## src/rtl/core/segscan_pkg.sv

```systemverilog
`timescale 1ns / 1ps
// Shared types, codes and the glyph table of the seven-segment scan serializer.
// Depends on nothing; every other file refers to it by scoped names.
package segscan_pkg;

   // Digit storage and default scan length
   localparam int STORE_DIGITS        = 4;
   localparam int DIGIT_COUNT_DEFAULT = 4;
   localparam int DIGIT_IDX_W         = $clog2(STORE_DIGITS);

   // Field widths
   localparam int MODE_W    = 3;
   localparam int CODE_W    = 8;
   localparam int PATTERN_W = 8;
   localparam int SELECT_W  = 4;
   localparam int SERIAL_W  = 16;
   localparam int CSR_IDX_W = 1;

   // Glyph codes with a fixed meaning
   localparam int                GLYPH_COUNT = 24;
   localparam logic [CODE_W-1:0] BLANK_CODE  = 8'd255;
   localparam logic [CODE_W-1:0] CODE_E      = 8'd12;
   localparam logic [CODE_W-1:0] CODE_R      = 8'd20;
   localparam logic [CODE_W-1:0] CODE_DASH   = 8'd21;

   // "Err " text, digit 0 in the low byte
   localparam logic [STORE_DIGITS-1:0][CODE_W-1:0] ERR_TEXT =
      {BLANK_CODE, CODE_R, CODE_R, CODE_E};

   // Reset values of the configuration registers
   localparam logic [PATTERN_W-1:0] BLANK_PATTERN_RESET = 8'd255;
   localparam logic [PATTERN_W-1:0] DOT_MASK_RESET      = 8'd127;

   // Select nibble of digit 0; digit i gets this shifted right by i
   localparam logic [SELECT_W-1:0] SELECT_FIRST = 4'b1000;

   // Active-low segment patterns, bit 7 is the dot
   localparam logic [PATTERN_W-1:0] GLYPH_ROM [GLYPH_COUNT] = '{
      8'hC0, 8'hF9, 8'hA4, 8'hB0, 8'h99, 8'h92, 8'h82, 8'hF8, 8'h80, 8'h90,
      8'h88, 8'hC6, 8'h86, 8'h8E, 8'hC2, 8'h89, 8'hF1, 8'hC7, 8'hA3, 8'h8C,
      8'hAF, 8'hBF, 8'hF7, 8'h9C
   };

   // Configuration register indexes
   typedef enum logic [CSR_IDX_W-1:0] {
      CSR_BLANK_PATTERN = 1'b0,
      CSR_DOT_MASK      = 1'b1
   } csr_index_type;

   // Request modes; codes 6 and 7 are ignored
   typedef enum logic [MODE_W-1:0] {
      MODE_TICK      = 3'd0,
      MODE_SET_CODES = 3'd1,
      MODE_SET_DOTS  = 3'd2,
      MODE_CLEAR     = 3'd3,
      MODE_ERROR     = 3'd4,
      MODE_DASH      = 3'd5
   } mode_type;

   // Controller states
   typedef enum logic [1:0] {
      ST_IDLE,
      ST_LOAD,
      ST_SEND
   } state_type;

   // Controller to datapath commands
   typedef struct packed {
      logic write_state;  // apply the accepted write transaction
      logic start_scan;   // rewind the digit index
      logic load_out;     // fill the result register, advance the index
   } cmd_type;

   // Datapath to controller status
   typedef struct packed {
      logic out_last;     // result register holds the final digit of the scan
   } status_type;

   // Look up a code; anything outside the table shows the blank pattern
   function automatic logic [PATTERN_W-1:0] glyph_lookup(
      input logic [CODE_W-1:0]    code,
      input logic [PATTERN_W-1:0] blank
   );
      logic [PATTERN_W-1:0] pat;
      pat = blank;
      if (code < CODE_W'(GLYPH_COUNT)) begin
         pat = GLYPH_ROM[code[4:0]];
      end
      return pat;
   endfunction

endpackage

```

## src/rtl/core/segscan_if.sv

```systemverilog
`timescale 1ns / 1ps
// Valid/ready channel interfaces: request, result and register write.
// Depends on segscan_pkg for field widths.
interface segscan_req_if;
   logic                                   valid;
   logic                                   ready;
   logic [segscan_pkg::MODE_W-1:0]         mode;
   logic [segscan_pkg::CODE_W-1:0]         code_d0;
   logic [segscan_pkg::CODE_W-1:0]         code_d1;
   logic [segscan_pkg::CODE_W-1:0]         code_d2;
   logic [segscan_pkg::CODE_W-1:0]         code_d3;
   logic                                   dot_d0;
   logic                                   dot_d1;
   logic                                   dot_d2;
   logic                                   dot_d3;

   modport source (
      output valid, mode, code_d0, code_d1, code_d2, code_d3,
             dot_d0, dot_d1, dot_d2, dot_d3,
      input  ready
   );
   modport sink (
      input  valid, mode, code_d0, code_d1, code_d2, code_d3,
             dot_d0, dot_d1, dot_d2, dot_d3,
      output ready
   );
endinterface

interface segscan_rsp_if;
   logic                                   valid;
   logic                                   ready;
   logic [segscan_pkg::PATTERN_W-1:0]      segment_pattern;
   logic [segscan_pkg::SELECT_W-1:0]       digit_select;
   logic [segscan_pkg::SERIAL_W-1:0]       serial_word;
   logic                                   last_of_scan;

   modport source (
      output valid, segment_pattern, digit_select, serial_word, last_of_scan,
      input  ready
   );
   modport sink (
      input  valid, segment_pattern, digit_select, serial_word, last_of_scan,
      output ready
   );
endinterface

interface segscan_csr_if;
   logic                                   valid;
   logic                                   ready;
   logic [segscan_pkg::CSR_IDX_W-1:0]      index;
   logic [segscan_pkg::PATTERN_W-1:0]      data;

   modport source (
      output valid, index, data,
      input  ready
   );
   modport sink (
      input  valid, index, data,
      output ready
   );
endinterface

```

## src/rtl/core/segscan_ctrl.sv

```systemverilog
`timescale 1ns / 1ps
// Controller: sequences write and scan transactions and drives the handshakes.
// Depends on segscan_pkg for states, modes, commands and status.
module segscan_ctrl (
   input  logic                           clock,
   input  logic                           reset,
   input  logic                           req_valid,
   input  logic [segscan_pkg::MODE_W-1:0] req_mode,
   output logic                           req_ready,
   output logic                           rsp_valid,
   input  logic                           rsp_ready,
   output segscan_pkg::cmd_type           cmd,
   input  segscan_pkg::status_type        status
);

   segscan_pkg::state_type state_ff;
   segscan_pkg::state_type state_in;
   logic                   req_is_tick;

   assign req_is_tick = (segscan_pkg::mode_type'(req_mode) == segscan_pkg::MODE_TICK);

   // State register
   always_ff @(posedge clock) begin
      if (reset) begin
         state_ff <= segscan_pkg::ST_IDLE;
      end else begin
         state_ff <= state_in;
      end
   end

   // Next state and commands
   always_comb begin
      state_in  = state_ff;
      cmd       = '0;
      req_ready = 1'b0;
      rsp_valid = 1'b0;
      case (state_ff)
         segscan_pkg::ST_IDLE: begin
            req_ready = 1'b1;
            if (req_valid) begin
               if (req_is_tick) begin
                  cmd.start_scan = 1'b1;
                  state_in       = segscan_pkg::ST_LOAD;
               end else begin
                  cmd.write_state = 1'b1;
               end
            end
         end
         segscan_pkg::ST_LOAD: begin
            cmd.load_out = 1'b1;
            state_in     = segscan_pkg::ST_SEND;
         end
         segscan_pkg::ST_SEND: begin
            rsp_valid = 1'b1;
            // Drop back to idle after the last digit, else refill at once
            if (rsp_ready) begin
               if (status.out_last) begin
                  state_in = segscan_pkg::ST_IDLE;
               end else begin
                  cmd.load_out = 1'b1;
               end
            end
         end
         default: begin
            state_in = segscan_pkg::ST_IDLE;
         end
      endcase
   end

endmodule

```

## src/rtl/core/segscan_dp.sv

```systemverilog
`timescale 1ns / 1ps
// Datapath: digit codes, dot flags, configuration registers and result register.
// Depends on segscan_pkg; commanded by segscan_ctrl.
module segscan_dp #(
   parameter int SCAN_LEN = segscan_pkg::DIGIT_COUNT_DEFAULT
) (
   input  logic                                                        clock,
   input  logic                                                        reset,
   input  segscan_pkg::cmd_type                                        cmd,
   output segscan_pkg::status_type                                     status,
   input  logic [segscan_pkg::MODE_W-1:0]                              req_mode,
   input  logic [segscan_pkg::STORE_DIGITS-1:0][segscan_pkg::CODE_W-1:0] req_codes,
   input  logic [segscan_pkg::STORE_DIGITS-1:0]                        req_dots,
   input  logic                                                        csr_write,
   input  logic [segscan_pkg::CSR_IDX_W-1:0]                           csr_index,
   input  logic [segscan_pkg::PATTERN_W-1:0]                           csr_data,
   output logic [segscan_pkg::PATTERN_W-1:0]                           segment_pattern,
   output logic [segscan_pkg::SELECT_W-1:0]                            digit_select,
   output logic [segscan_pkg::SERIAL_W-1:0]                            serial_word,
   output logic                                                        last_of_scan
);

   localparam int ND  = segscan_pkg::STORE_DIGITS;
   localparam int CW  = segscan_pkg::CODE_W;
   localparam int PW  = segscan_pkg::PATTERN_W;
   localparam int SW  = segscan_pkg::SELECT_W;
   localparam int IW  = segscan_pkg::DIGIT_IDX_W;
   localparam logic [IW-1:0] LAST_IDX = IW'(SCAN_LEN - 1);

   logic [ND-1:0][CW-1:0] codes_ff;
   logic [ND-1:0][CW-1:0] codes_in;
   logic [ND-1:0]         dots_ff;
   logic [ND-1:0]         dots_in;
   logic [PW-1:0]         blank_ff;
   logic [PW-1:0]         mask_ff;
   logic [IW-1:0]         idx_ff;
   logic [PW-1:0]         pattern_ff;
   logic [PW-1:0]         pattern_in;
   logic [SW-1:0]         select_ff;
   logic                  last_ff;

   // Decode write transactions into new digit state
   always_comb begin
      codes_in = codes_ff;
      dots_in  = dots_ff;
      if (cmd.write_state) begin
         case (segscan_pkg::mode_type'(req_mode))
            segscan_pkg::MODE_SET_CODES: codes_in = req_codes;
            segscan_pkg::MODE_SET_DOTS:  dots_in  = req_dots;
            segscan_pkg::MODE_CLEAR: begin
               codes_in = {ND{segscan_pkg::BLANK_CODE}};
               dots_in  = '0;
            end
            segscan_pkg::MODE_ERROR:     codes_in = segscan_pkg::ERR_TEXT;
            segscan_pkg::MODE_DASH:      codes_in = {ND{segscan_pkg::CODE_DASH}};
            default: begin
            end
         endcase
      end
   end

   // Hold digit state; digits past the scan length keep their reset value
   always_ff @(posedge clock) begin
      if (reset) begin
         codes_ff <= {ND{segscan_pkg::BLANK_CODE}};
         dots_ff  <= '0;
      end else begin
         for (int i = 0; i < ND; i++) begin
            if (i < SCAN_LEN) begin
               codes_ff[i] <= codes_in[i];
               dots_ff[i]  <= dots_in[i];
            end
         end
      end
   end

   // Configuration registers
   always_ff @(posedge clock) begin
      if (reset) begin
         blank_ff <= segscan_pkg::BLANK_PATTERN_RESET;
         mask_ff  <= segscan_pkg::DOT_MASK_RESET;
      end else if (csr_write) begin
         case (segscan_pkg::csr_index_type'(csr_index))
            segscan_pkg::CSR_BLANK_PATTERN: blank_ff <= csr_data;
            segscan_pkg::CSR_DOT_MASK:      mask_ff  <= csr_data;
            default: begin
            end
         endcase
      end
   end

   // Pattern of the digit under the scan index
   always_comb begin
      pattern_in = segscan_pkg::glyph_lookup(codes_ff[idx_ff], blank_ff);
      if (dots_ff[idx_ff]) begin
         pattern_in = pattern_in & mask_ff;
      end
   end

   // Scan index and last flag
   always_ff @(posedge clock) begin
      if (reset) begin
         idx_ff  <= '0;
         last_ff <= 1'b0;
      end else if (cmd.start_scan) begin
         idx_ff  <= '0;
      end else if (cmd.load_out) begin
         idx_ff  <= idx_ff + IW'(1);
         last_ff <= (idx_ff == LAST_IDX);
      end
   end

   // Result register
   always_ff @(posedge clock) begin
      if (cmd.load_out) begin
         pattern_ff <= pattern_in;
         select_ff  <= segscan_pkg::SELECT_FIRST >> idx_ff;
      end
   end

   assign status.out_last = last_ff;
   assign segment_pattern = pattern_ff;
   assign digit_select    = select_ff;
   assign serial_word     = {pattern_ff, (PW - SW)'(0), select_ff};
   assign last_of_scan    = last_ff;

endmodule

```

## src/rtl/core/seven_segment_scan_serializer.sv

```systemverilog
`timescale 1ns / 1ps
// Top level of the seven-segment scan serializer: controller plus datapath.
// Depends on segscan_pkg, segscan_if, segscan_ctrl and segscan_dp.
//
//   channel  direction  carries                                   accepted when
//   req_if   in         mode, code_d0..3, dot_d0..3               valid && ready
//   rsp_if   out        segment_pattern, digit_select,            valid && ready
//                       serial_word, last_of_scan
//   csr_if   in         index, data (register write)              valid && ready
//
// A write transaction (modes 1 to 5, and ignored modes 6, 7) is applied in idle.
// A tick gives min(DIGIT_COUNT, 4) results: the first is valid after ST_LOAD, in
// ST_SEND, then one per cycle while rsp ready holds; the digit index counter in
// the datapath steps the scan. req ready returns the cycle after the last result
// is taken. Reset is synchronous: codes blank, dots off, registers at their reset
// values. A stall on rsp holds the result register and the index.
module seven_segment_scan_serializer #(
   parameter int DIGIT_COUNT = segscan_pkg::DIGIT_COUNT_DEFAULT
) (
   input  logic          clock,
   input  logic          reset,
   segscan_req_if.sink   req_if,
   segscan_rsp_if.source rsp_if,
   segscan_csr_if.sink   csr_if
);

   localparam int SCAN_LEN = (DIGIT_COUNT < segscan_pkg::STORE_DIGITS) ?
                             DIGIT_COUNT : segscan_pkg::STORE_DIGITS;

   segscan_pkg::cmd_type    cmd;
   segscan_pkg::status_type status;

   logic [segscan_pkg::STORE_DIGITS-1:0][segscan_pkg::CODE_W-1:0] req_codes;
   logic [segscan_pkg::STORE_DIGITS-1:0]                         req_dots;

   assign req_codes = {req_if.code_d3, req_if.code_d2, req_if.code_d1, req_if.code_d0};
   assign req_dots  = {req_if.dot_d3, req_if.dot_d2, req_if.dot_d1, req_if.dot_d0};

   // Registers are always writable
   assign csr_if.ready = 1'b1;

   segscan_ctrl u_ctrl (
      .clock     (clock),
      .reset     (reset),
      .req_valid (req_if.valid),
      .req_mode  (req_if.mode),
      .req_ready (req_if.ready),
      .rsp_valid (rsp_if.valid),
      .rsp_ready (rsp_if.ready),
      .cmd       (cmd),
      .status    (status)
   );

   segscan_dp #(
      .SCAN_LEN (SCAN_LEN)
   ) u_dp (
      .clock           (clock),
      .reset           (reset),
      .cmd             (cmd),
      .status          (status),
      .req_mode        (req_if.mode),
      .req_codes       (req_codes),
      .req_dots        (req_dots),
      .csr_write       (csr_if.valid),
      .csr_index       (csr_if.index),
      .csr_data        (csr_if.data),
      .segment_pattern (rsp_if.segment_pattern),
      .digit_select    (rsp_if.digit_select),
      .serial_word     (rsp_if.serial_word),
      .last_of_scan    (rsp_if.last_of_scan)
   );

   // No new transaction is taken while a result is pending
   a_no_req_during_rsp: assert property (
      @(posedge clock) disable iff (reset) rsp_if.valid |-> !req_if.ready
   ) else $error("request accepted while a result is pending");

   // A tick shows its first result once the controller has passed through ST_LOAD
   a_tick_first_rsp: assert property (
      @(posedge clock) disable iff (reset)
      (req_if.valid && req_if.ready &&
       segscan_pkg::mode_type'(req_if.mode) == segscan_pkg::MODE_TICK)
      |=> ##1 rsp_if.valid
   ) else $error("tick did not produce a result in time");

   // A write transaction leaves the block idle
   a_write_stays_idle: assert property (
      @(posedge clock) disable iff (reset)
      (req_if.valid && req_if.ready &&
       segscan_pkg::mode_type'(req_if.mode) != segscan_pkg::MODE_TICK)
      |=> (req_if.ready && !rsp_if.valid)
   ) else $error("write transaction started a scan");

   // Scan ends once the last digit is taken
   a_last_ends_scan: assert property (
      @(posedge clock) disable iff (reset)
      (rsp_if.valid && rsp_if.ready && rsp_if.last_of_scan) |=> !rsp_if.valid
   ) else $error("results continued after the last digit");

   // Exactly one digit enabled on every result
   a_select_onehot: assert property (
      @(posedge clock) disable iff (reset)
      rsp_if.valid |-> $onehot(rsp_if.digit_select)
   ) else $error("digit select is not one-hot");

endmodule
```

## src/flat_wrapper.sv

```systemverilog
// flat-port wrapper written by rule: the top's interface ports become plain ports
module seven_segment_scan_serializer_flat 
#(
   parameter int DIGIT_COUNT = segscan_pkg::DIGIT_COUNT_DEFAULT
)
  (clock, reset, req_if_valid, req_if_mode, req_if_code_d0, req_if_code_d1, req_if_code_d2, req_if_code_d3, req_if_dot_d0, req_if_dot_d1, req_if_dot_d2, req_if_dot_d3, req_if_ready, rsp_if_valid, rsp_if_segment_pattern, rsp_if_digit_select, rsp_if_serial_word, rsp_if_last_of_scan, rsp_if_ready, csr_if_valid, csr_if_index, csr_if_data, csr_if_ready);
  segscan_req_if req_if_i ();
  segscan_rsp_if rsp_if_i ();
  segscan_csr_if csr_if_i ();
  input  logic clock;
  input  logic reset;
  input wire logic [$bits(req_if_i.valid)-1:0] req_if_valid;
  input wire logic [$bits(req_if_i.mode)-1:0] req_if_mode;
  input wire logic [$bits(req_if_i.code_d0)-1:0] req_if_code_d0;
  input wire logic [$bits(req_if_i.code_d1)-1:0] req_if_code_d1;
  input wire logic [$bits(req_if_i.code_d2)-1:0] req_if_code_d2;
  input wire logic [$bits(req_if_i.code_d3)-1:0] req_if_code_d3;
  input wire logic [$bits(req_if_i.dot_d0)-1:0] req_if_dot_d0;
  input wire logic [$bits(req_if_i.dot_d1)-1:0] req_if_dot_d1;
  input wire logic [$bits(req_if_i.dot_d2)-1:0] req_if_dot_d2;
  input wire logic [$bits(req_if_i.dot_d3)-1:0] req_if_dot_d3;
  output wire logic [$bits(req_if_i.ready)-1:0] req_if_ready;
  output wire logic [$bits(rsp_if_i.valid)-1:0] rsp_if_valid;
  output wire logic [$bits(rsp_if_i.segment_pattern)-1:0] rsp_if_segment_pattern;
  output wire logic [$bits(rsp_if_i.digit_select)-1:0] rsp_if_digit_select;
  output wire logic [$bits(rsp_if_i.serial_word)-1:0] rsp_if_serial_word;
  output wire logic [$bits(rsp_if_i.last_of_scan)-1:0] rsp_if_last_of_scan;
  input wire logic [$bits(rsp_if_i.ready)-1:0] rsp_if_ready;
  input wire logic [$bits(csr_if_i.valid)-1:0] csr_if_valid;
  input wire logic [$bits(csr_if_i.index)-1:0] csr_if_index;
  input wire logic [$bits(csr_if_i.data)-1:0] csr_if_data;
  output wire logic [$bits(csr_if_i.ready)-1:0] csr_if_ready;
  assign req_if_i.valid = req_if_valid;
  assign req_if_i.mode = req_if_mode;
  assign req_if_i.code_d0 = req_if_code_d0;
  assign req_if_i.code_d1 = req_if_code_d1;
  assign req_if_i.code_d2 = req_if_code_d2;
  assign req_if_i.code_d3 = req_if_code_d3;
  assign req_if_i.dot_d0 = req_if_dot_d0;
  assign req_if_i.dot_d1 = req_if_dot_d1;
  assign req_if_i.dot_d2 = req_if_dot_d2;
  assign req_if_i.dot_d3 = req_if_dot_d3;
  assign req_if_ready = req_if_i.ready;
  assign rsp_if_valid = rsp_if_i.valid;
  assign rsp_if_segment_pattern = rsp_if_i.segment_pattern;
  assign rsp_if_digit_select = rsp_if_i.digit_select;
  assign rsp_if_serial_word = rsp_if_i.serial_word;
  assign rsp_if_last_of_scan = rsp_if_i.last_of_scan;
  assign rsp_if_i.ready = rsp_if_ready;
  assign csr_if_i.valid = csr_if_valid;
  assign csr_if_i.index = csr_if_index;
  assign csr_if_i.data = csr_if_data;
  assign csr_if_ready = csr_if_i.ready;
  seven_segment_scan_serializer #(.DIGIT_COUNT(DIGIT_COUNT)) u_core (.clock(clock), .reset(reset), .req_if(req_if_i), .rsp_if(rsp_if_i), .csr_if(csr_if_i));
endmodule
```

## config.mk

```make
export PLATFORM = sky130hd
export DESIGN_NAME = seven_segment_scan_serializer_flat
export DESIGN_NICKNAME = d
export VERILOG_FILES = /design/src/rtl/core/segscan_pkg.sv /design/src/rtl/core/segscan_if.sv /design/src/rtl/core/segscan_ctrl.sv /design/src/rtl/core/segscan_dp.sv /design/src/rtl/core/seven_segment_scan_serializer.sv /design/src/flat_wrapper.sv
export SDC_FILE = /design/constraint.sdc
export NUM_CORES = 1
export LEC_CHECK = 0
export BUFFER_PORTS_ARGS = -buffer_cell sky130_fd_sc_hd__buf_2
export CAP_MARGIN = 40
export CORE_MARGIN = 5
export CORE_UTILIZATION = 48
export CTS_CLUSTER_SIZE = 8
export DETAILED_ROUTE_END_ITERATION = 7
export PLACE_DENSITY = 0.76
export RECOVER_POWER = 50
export SLEW_MARGIN = 10
export SYNTH_ARGS = -nofsm -noshare
export SYNTH_HDL_FRONTEND = slang
export SYNTH_SLANG_ARGS = --single-unit
```

## constraint.sdc

```tcl
create_clock -name clock -period 2.2 [get_ports clock]
set_input_delay 0.44 -clock clock [delete_from_list [all_inputs] [get_ports clock]]
set_output_delay 0.44 -clock clock [all_outputs]
set_load 0.005 [all_outputs]
```

==> impl_metrics.env <==
export IMPL_async_reset_ff_share_pct=0
export IMPL_finClkSkew_ps=8.96
export IMPL_wl_met2_um=4170
export IMPL_routed_wl_met3_um=463
export IMPL_path_max_fanout=5
export IMPL_core_mm2=0.00721
export IMPL_ys_seq_area_share_pct=42.3
export IMPL_highest_layer="met4"
export IMPL_seq_area_mm2=0.00151
export IMPL_period_needed_ps=2160
export IMPL_finalCritPeriodShare_pct=98.3
export IMPL_worstMarginPinSlew_ps=1060
export IMPL_fin_cells=548
export IMPL_yosysUniqueCellTypes=58
export IMPL_post_route_cells_drive_above_1_share_pct=25.4
export IMPL_ys_seq_elements=69
export IMPL_antenna_found_initial=0
export IMPL_p_per_area_mw_per_mm2=661
export IMPL_grtUsageTotal_pct=18.8
export IMPL_synth_area_leaders="dfxtp_1, edfxtp_1, a21oi_1"
export IMPL_synth_ff_type="dfxtp_1"
export IMPL_syn_area_mm2=0.00355
export IMPL_area_delta_synth_final_pct=16.5
export IMPL_clock_root_buffer="clkbuf_8"
export IMPL_route_detailed_drc=0
export IMPL_ioPinCount=85
export IMPL_initial_core_util_pct=49.2
export IMPL_synth_top_area_cell="dfxtp_1"
export IMPL_multi_input_area_mm2=0.00178
export IMPL_synthXorXnorAreaFrac_pct=0.740
export IMPL_drt_pass1_iterations=4
export IMPL_synthTopCellsByCount="dfxtp_1, nor2_1, a21oi_1, nand2_1, a211o_1"
export IMPL_rsz0062_at_grt="yes"
export IMPL_worstPathArrival_ps=2250
export IMPL_wl_met1_um=3670
export IMPL_drt_wirelength_per_cell_um=15.4
export IMPL_synthCells=379
export IMPL_clk_pin_slew_ps=80
export IMPL_synth_adder_area_share_pct=3.52
export IMPL_path_class="reg2reg"
export IMPL_diodes=0
export IMPL_hold_depth=3
export IMPL_total_power_w=0.00273
export IMPL_peakVddDrop_v=0.000445
export IMPL_globalplace_congestion=0.866
export IMPL_cap_violations=0
export IMPL_first_global_vias=2900
export IMPL_grt_pass1_wl_um=13400
export IMPL_n_fill_cell=656
export IMPL_dp_hpwl_um=6180
export IMPL_max_slew_margin_rel_pct=29.4
export IMPL_htreeDepth=3
export IMPL_synth_edf_count=12
export IMPL_grt_max_degree=32
export IMPL_cts_sinks=69
export IMPL_min_path_type="in2reg"
export IMPL_die_h_um=96.0
export IMPL_critPathLaunchType="register"
export IMPL_die_area_mm2=0.00922
export IMPL_synth_compound_area_share_pct=19.7
export IMPL_cp_data_required_time_ps=2290
export IMPL_finalSetupViolCount=0
export IMPL_placed_cells=531
export IMPL_hold_violations=0
export IMPL_wl_um=8420
export IMPL_place_port_buffers=79
export IMPL_leakage_nw=1.76
export IMPL_overflow=0
export IMPL_synth_top_area_share_pct=32.1
export IMPL_fp_dieW_um=96.0
export IMPL_final_nets=507
export IMPL_cts_tree="yes"
export IMPL_post_synth_top_count_cell="dfxtp_1"
export IMPL_synth_area_per_cell_um2=9.37
export IMPL_drt_iter0_markers=133
export IMPL_numCtsBuffers=9
export IMPL_viasPerCell=5.45
export IMPL_num_rows=31
export IMPL_status="complete, no violations"
export IMPL_antenna_left=0
export IMPL_endpoint_kind="register"
export IMPL_final_util_pct=57.3
export IMPL_synth_area_mux_share_pct=6.03
export IMPL_ctsHoldBuffers=0
export IMPL_postCtsSetupBuffers=0
export IMPL_clk_latency_ps=340
export IMPL_setup_tns_final_ps=0
export IMPL_clock_fmax_mhz=463
export IMPL_num_vias=2988
export IMPL_synth_top_family_by_area="compound AO/OA/AOI/OAI gates"
export IMPL_synthSimpleGateAreaFrac_pct=19.0
export IMPL_rr_worst_depth=6
export IMPL_slew_viol_final=0
export IMPL_clock_path_buffers=2
export IMPL_yosysWarnings=0
## registers in the layout, indices dropped and copies added, names as in the netlist, 2 cells and up
| signal | flops |
|---|---|
| u_core.u_dp.codes_ff | 32 |
| u_core.u_dp.idx_ff | 2 |
| u_core.u_dp.mask_ff | 8 |
| u_core.u_dp.dots_ff | 4 |
| u_core.u_dp.segment_pattern | 8 |
| u_core.u_dp.digit_select | 4 |
| u_core.u_dp.blank_ff | 8 |
| u_core.u_ctrl.state_ff | 2 |
## repair_timing
action                                  in CTS  in global routing
cloned                                       0                  1
endpoints found under the setup margin       1                  6
resized for setup                            1                  4
## cell families (layout without fill, tap and decap cells)
family | after synthesis | count (layout)
and+or+nand+nor | 127 | 128
AOI/OAI and AO/OA | 102 | 102
DFF | 69 | 69
buffers and inverters | 52 | 118
muxes | 14 | 14
adders and majority gates | 10 | 10
xor gates and xnor gates | 3 | 3
other | 2 | 5
## worst max-delay path, cell delays in order, from the launching register on
cell	delay, ps
dfxtp_4	390
mux4_2	570
ha_1	300
or2b_1	270
o32a_1	180
o31ai_1	100
a21oi_2	100
## path summary, 6_finish.rpt
path                       startpoint                        endpoint  slack, ps
min reg2reg  u_core.u_dp.codes_ff[21]        u_core.u_dp.codes_ff[21]        460
max reg2reg     u_core.u_dp.idx_ff[0]  u_core.u_dp.segment_pattern[6]         40
min                 req_if_code_d2[4]        u_core.u_dp.codes_ff[20]        320
max             u_core.u_dp.idx_ff[0]  u_core.u_dp.segment_pattern[6]         40
## metal layers
layer | global-route usage, % | vias to the layer above
li1 | - | 1474
met1 | 23.3 | 1415
met2 | 30.9 | 90
met3 | 5.47 | 9
met4 | 6.75 | 0
met5 | 0 | -
## layout by cell type, fill, tap and decap left out, drive strengths merged, types with 6 or more instances in the layout
cell | Yosys | routed
nand2b | 13 | 13
nor3b | 8 | 8
ha | 10 | 10
inv | 8 | 11
and3 | 9 | 9
a21oi | 37 | 37
a211o | 21 | 21
buf | 27 | 79
nand2 | 27 | 27
nor2 | 39 | 39
o21bai | 10 | 10
dfxtp | 57 | 57
nand3b | 8 | 8
edfxtp | 12 | 12
mux2i | 6 | 6
clkbuf | 17 | 25
o22ai | 12 | 12
## metrics by stage
| stage | hold slack, ps | instance area (um^2) | setup WS, ps |
|---|---|---|---|
| 2_1_floorplan | 427 | 3560 | 1.19 |
| 6_report | 317 | 4140 | 38.4 |
| 5_1_grt | 301 | 4140 | -21.5 |
| 3_3_place_gp | 436 | 3950 | 51.3 |
| 3_5_place_dp | 447 | 3950 | 22.6 |
| 4_1_cts | 310 | 4150 | 22.9 |
## layout make-up
| cell class | count | share of cell area (%) |
|---|---|---|
| Timing Repair Buffer | 94 | 12.1 |
| Multi-Input combinational cell | 262 | 43.0 |
| Sequential cell | 69 | 36.4 |
| Tap cell | 99 | 3.00 |
| Clock inverter | 6 | 1.69 |
| Inverter | 8 | 0.726 |
| Clock buffer | 10 | 3.09 |
## power breakdown
part	leakage (nW)	switching [W]	internal (W)
combinational	1.09	0.000172	0.000146
sequential	0.565	0.0000289	0.00133
clock	0.0978	0.000519	0.000535
total	1.76	0.000720	0.00201
(Power assumes the default switching activity.)
